## config.mk

```make
export PLATFORM = sky130hd
export DESIGN_NAME = tcp_merge
export DESIGN_NICKNAME = d
export VERILOG_FILES = /design/src/rtl/core/tcp_pkg.sv /design/src/rtl/core/tcp_merge.sv
export SDC_FILE = /design/constraint.sdc
export NUM_CORES = 1
export LEC_CHECK = 0
export ABC_CLOCK_PERIOD_IN_PS = 800
export BUFFER_PORTS_ARGS = -buffer_cell sky130_fd_sc_hd__buf_2
export CAP_MARGIN = 10
export CORE_AREA = 2 2 154 156
export CTS_BUF_LIST = sky130_fd_sc_hd__clkbuf_8
export DETAILED_ROUTE_END_ITERATION = 10
export DIE_AREA = 0 0 156 158
export GPL_ROUTABILITY_DRIVEN = 0
export HOLD_SLACK_MARGIN = 0.02
export SLEW_MARGIN = 40
export SYNTH_ARGS = -nofsm -noshare
export SYNTH_HDL_FRONTEND = slang
export SYNTH_SLANG_ARGS = --single-unit
```

## constraint.sdc

```tcl
create_clock -name clk -period 0.8 [get_ports clk]
set_clock_uncertainty 0.05 [all_clocks]
set_input_delay 0.04 -clock clk [delete_from_list [all_inputs] [get_ports clk]]
set_output_delay 0.04 -clock clk [all_outputs]
set_load 0.01 [all_outputs]
```

## src/rtl/core/tcp_pkg.sv

```systemverilog
// ----------------------------------------------------------------------------
// tcp_pkg
// Shared constants and types for the triangle cull and projection core.
// ----------------------------------------------------------------------------
package tcp_pkg;

  localparam int FRAC_BITS = 16;
  localparam int NUM_LANES = 6;
  localparam int DIV_STEPS = 63;
  localparam int LANE_LAT  = DIV_STEPS + 5;
  localparam int CULL_LAT  = 6;
  localparam int CFG_IDX_W = 4;

  typedef logic signed [31:0] fix_t;
  typedef logic signed [32:0] zfix_t;
  typedef logic [12:0]        size_t;

  typedef enum logic [CFG_IDX_W-1:0] {
    REG_Z_OFFSET = 4'd0,
    REG_CAM_X    = 4'd1,
    REG_CAM_Y    = 4'd2,
    REG_CAM_Z    = 4'd3,
    REG_X_GAIN   = 4'd4,
    REG_Y_GAIN   = 4'd5,
    REG_SCR_W    = 4'd6,
    REG_SCR_H    = 4'd7
  } cfg_reg_t;

  typedef struct packed {
    logic en;
  } pipe_ctl_t;

endpackage

```

## src/rtl/core/tcp_merge.sv

```systemverilog
// ----------------------------------------------------------------------------
// tcp_merge
// Output register: joins the lane results with the cull verdict.
// ----------------------------------------------------------------------------
module tcp_merge (
  input  logic               clk,
  input  logic               rst,
  input  tcp_pkg::pipe_ctl_t ctl,
  input  logic               vld,
  input  tcp_pkg::fix_t      lane [tcp_pkg::NUM_LANES],
  input  logic               vis,
  output logic               out_valid,
  output tcp_pkg::fix_t      res [tcp_pkg::NUM_LANES],
  output logic               res_vis
);
  import tcp_pkg::*;

  always_ff @(posedge clk) begin
    if (rst) begin
      out_valid <= 1'b0;
    end else if (ctl.en) begin
      out_valid <= vld;
    end
  end

  always_ff @(posedge clk) begin
    if (ctl.en) begin
      res_vis <= vis;
      for (int i = 0; i < NUM_LANES; i++) begin
        res[i] <= vis ? lane[i] : '0;
      end
    end
  end

endmodule

```

Yosys cells after proc, flatten, opt, wreduce, memory -nomap -nowiden
Index checks and enable logic that the tools add are counted.

Bitwise gates (word level): 0. Div/mod/pow operators: 0. Multiplexer cells: 0. Reductions and logical operators: 0. Add/sub/neg operators: 0. Shift operators: 0. Eq/ne operators: 0. $mul: 0. Magnitude comparators: 0.

Bits in writable memories: 0. Output and inout port bits: 194. Latch bits: 0. Memories kept: 0. Bits in read-only memories: 0. Flip-flop bits (word level): 194.

Depth between registers and ports, before layout
Depth in word-level cells: 0. Mapped depth: 3. Gate-level depth less buffers: 2.

Worst setup path before layout
No wires, ideal clock.

Kind: input -> register. From: in vis. To: reg res[100] (netlist name), data pin. Data arrival time: 0.407 ns. Slack: 0.088 ns. Required time: 0.495 ns. Cell stages on the path: 3. Path through: buf_6 buf_6 and2_1.

RTL lines: start, declared (line tcp_merge.sv:11) `input logic vis,`; end signal, assigned by index (line tcp_merge.sv:30) `res[i] <= vis ? lane[i] : '0;`; end, declared (line tcp_merge.sv:13) `output tcp_pkg::fix_t res [tcp_pkg::NUM_LANES],`.

No word-level cell between the ends.

Worst setup path after layout
From: reg res[42] (netlist name). To: out res[42] (netlist name).

No word-level cell between the ends.

==> impl_results.md <==
- Achievable Freq: 0.881 GHz
- Layout cell share with drive strength beyond 1: 42.9%
- Max Cap Violations: 0
- Total CTS buffers: 17
- Placed wire-length estimate: 13400 um
- Vias: 5411
- Crit-path slowest cell: edfxtp_1
- Fill count: 1942
- Top post-synthesis cells by area: edfxtp_1 (80%), and2_1 (17%), buf_6 (3.1%)
- RSZ-0062 raised after global routing: true
- Reg clk slew, reported paths: 0.11 ns
- Die area: 24600 um^2
- Drt wl/cell: 15.5 um
- Peak supply drop: 0.00117 V
- Post-synthesis sequential area ratio: 80.1%
- Area leader, netlist: edfxtp_1
- DRC: 0
- Slew HR: 83.1%
- Most common cell after layout, fill and taps aside: buf_2
- Crit path depth: 1
- Initial core utilization: 31.5%
- Reg2reg start: out_valid
- Final worst slack: -0.335 ns
- TritonCTS clock tree: done
- Crit path launch: res[42]
- Syn nets: 606
- Seq cells post-synth: 194
- R2R Path End: out_valid
- # port buffers: 390
- CTS Root Buffer Type: clkbuf_8
- Timing endpoint of the critical path: res[42]
- Detailed Route Iter0 Violations: 268
- Max incr delay on CP: 0.43 ns
- GRT overflow: 0
- Final min period: 1.14 ns
- Reg2reg setup slack: 0.11 ns
- Pre-CTS setup slack: -0.143 ns
- # clock sinks: 194
- H-tree depth: 4
- Core area: 23100 um^2
- Worst-path cell chain: buf_2
- Synth warnings: 0
- Max Root-Sink Buffers: 2
- I/O pin count: 391
- Commonest non-fill, non-tap cells in the layout: buf_2 (386), dlygate4sd3_1 (194), edfxtp_1 (193), and2_1 (192), clkbuf_8 (20)
- Layout area overhead: 64.0%
- Avg Cell Area, Syn: 17.8 um^2
- Power per cell area: 1820 nW/um^2
- First-pass GRT wire length: 29900 um
- Top-area cell type share of the netlist area: 79.8%
- Leakage: 0.00505 uW
- Final hold vios: 0
- Pin count of the biggest net entering global routing: 78
- CP Data Arrival Time: 1.05 ns
- Worst skew pair latency: 0.45 ns
- Die height: 158 um
- Routed WL: 20300 um
- Placed cell area: 9560 um^2
- Worst-margin pin slew: 0.253 ns
- Post-DRT Antenna Nets: 0
- Drt pass-1 iters: 4
- Initial antenna violation count: 2
- Buf/Inv on CP: 1
- Fin. max-slew vios: 0
- Outcome: finished, violations left
- Cell family with most CP delay: flip-flops
- Unique masters post-synth: 7
- Final layout net count: 1203
- Die Wd: 156 um
- CP required: 0.71 ns
- Critical Path Sink Type: primary output
- Critical path type: flop to primary output
- Hold WC Path Type: input port to flop
- Hold buffers post-CTS: 194
- GR Util All Layers: 15.9%
- CP Launch Type: flop
- Synthesized area: 7260 um^2
- R2R depth: 2
- Synthesized instance count: 409
- Crit path max fanout: 1
- Design Area, Final: 11900 um^2
- Vias per cell: 4.13
- Row count: 56
- Violated checks: setup timing
- Final worst path period share: 142%
- # setup viols final: 194
- WHS: 0.0502 ns
- Vias in the first global route: 5691
cell type report:
class | instances | area, um^2 | area share [%]
multi-input combinational | 194 | 1210 | 10.2
tap | 290 | 363 | 3.05
antenna | 2 | 5.00 | 0.0420
sequential | 194 | 5820 | 48.8
timing repair buffer | 599 | 4120 | 34.6
clock inverter | 13 | 129 | 1.08
clock buffer | 19 | 262 | 2.20
power by group:
part / leakage [uW] / switching, uW / total [uW] / internal (uW)
clock: 0.000201 / 3740 / 6180 / 2440
sequential: 0.00187 / 208 / 12300 / 12000
combinational: 0.00298 / 1470 / 3270 / 1800
total: 0.00505 / 5420 / 21700 / 16300
through the flow:
| stage | setup TNS, ns | total power, uW | util, % | instances |
|---|---|---|---|---|
| 2_1_floorplan | 0 | 13400 | - | 409 |
| 5_1_grt | -65.41 | 22600 | 51.7 | 1311 |
| 3_3_place_gp | -25.53 | 15000 | 41.5 | 1083 |
| 6_report | -50.48 | 21700 | 51.7 | 1311 |
| 4_1_cts | -60.81 | 21900 | 51.6 | 1309 |
| 3_5_place_dp | -29.09 | 15000 | 41.5 | 1083 |
logic make-up (layout without fill, tap and decap cells):
logic type	Yosys count	after routing	share of synthesized area [%]
buffers and inverters	21	631	3.17
DFF	194	194	80.1
muxes	1	1	0.138
other	0	2	0
and+or+nand+nor	193	193	16.6
state kept, by name, indices dropped and copies added (netlist names):
| signal | count |
|---|---|
| res | 192 |
| out_valid | 1 |
| res_vis | 1 |
cell usage after synthesis:
library cell,number
dfxtp_1,1
nor2_1,1
buf_2,1
edfxtp_1,193
and2_1,192
buf_6,20
mux2i_1,1
worst reg2reg max path, cell delays in order (launching register included):
cell     delay, ns
dfxtp_2       0.35
mux2i_1       0.13
nor2_1        0.06
layer usage:
metal	GRT usage, %	routed length (um)	up-vias
li1	-	-	2617
met5	0	0	-
met4	5.64	397	0
met2	28.8	10600	246
met3	5.01	1490	27
met1	17.7	7820	2521
how the worst min path moves through the flow:
stage / slack (ns) / startpoint / depth (start not counted) / to
after floorplan: 0.06 / rst / 1 / out_valid
after global placement: 0.15 / rst / 2 / out_valid
after detailed placement: 0.15 / rst / 2 / out_valid
after CTS: 0.004 / vis / 3 / res[158]
after global routing: 0.02 / ctl / 2 / res[67]
final: 0.05 / vis / 3 / res[158]
timing repair:
item                                    CTS  global route
setup buffers                             0             0
hold endpoints to repair                204             3
gates resized for setup                   2             1
endpoints found under the setup margin  194           194
No activity file was read; power rests on OpenSTA's default activity.
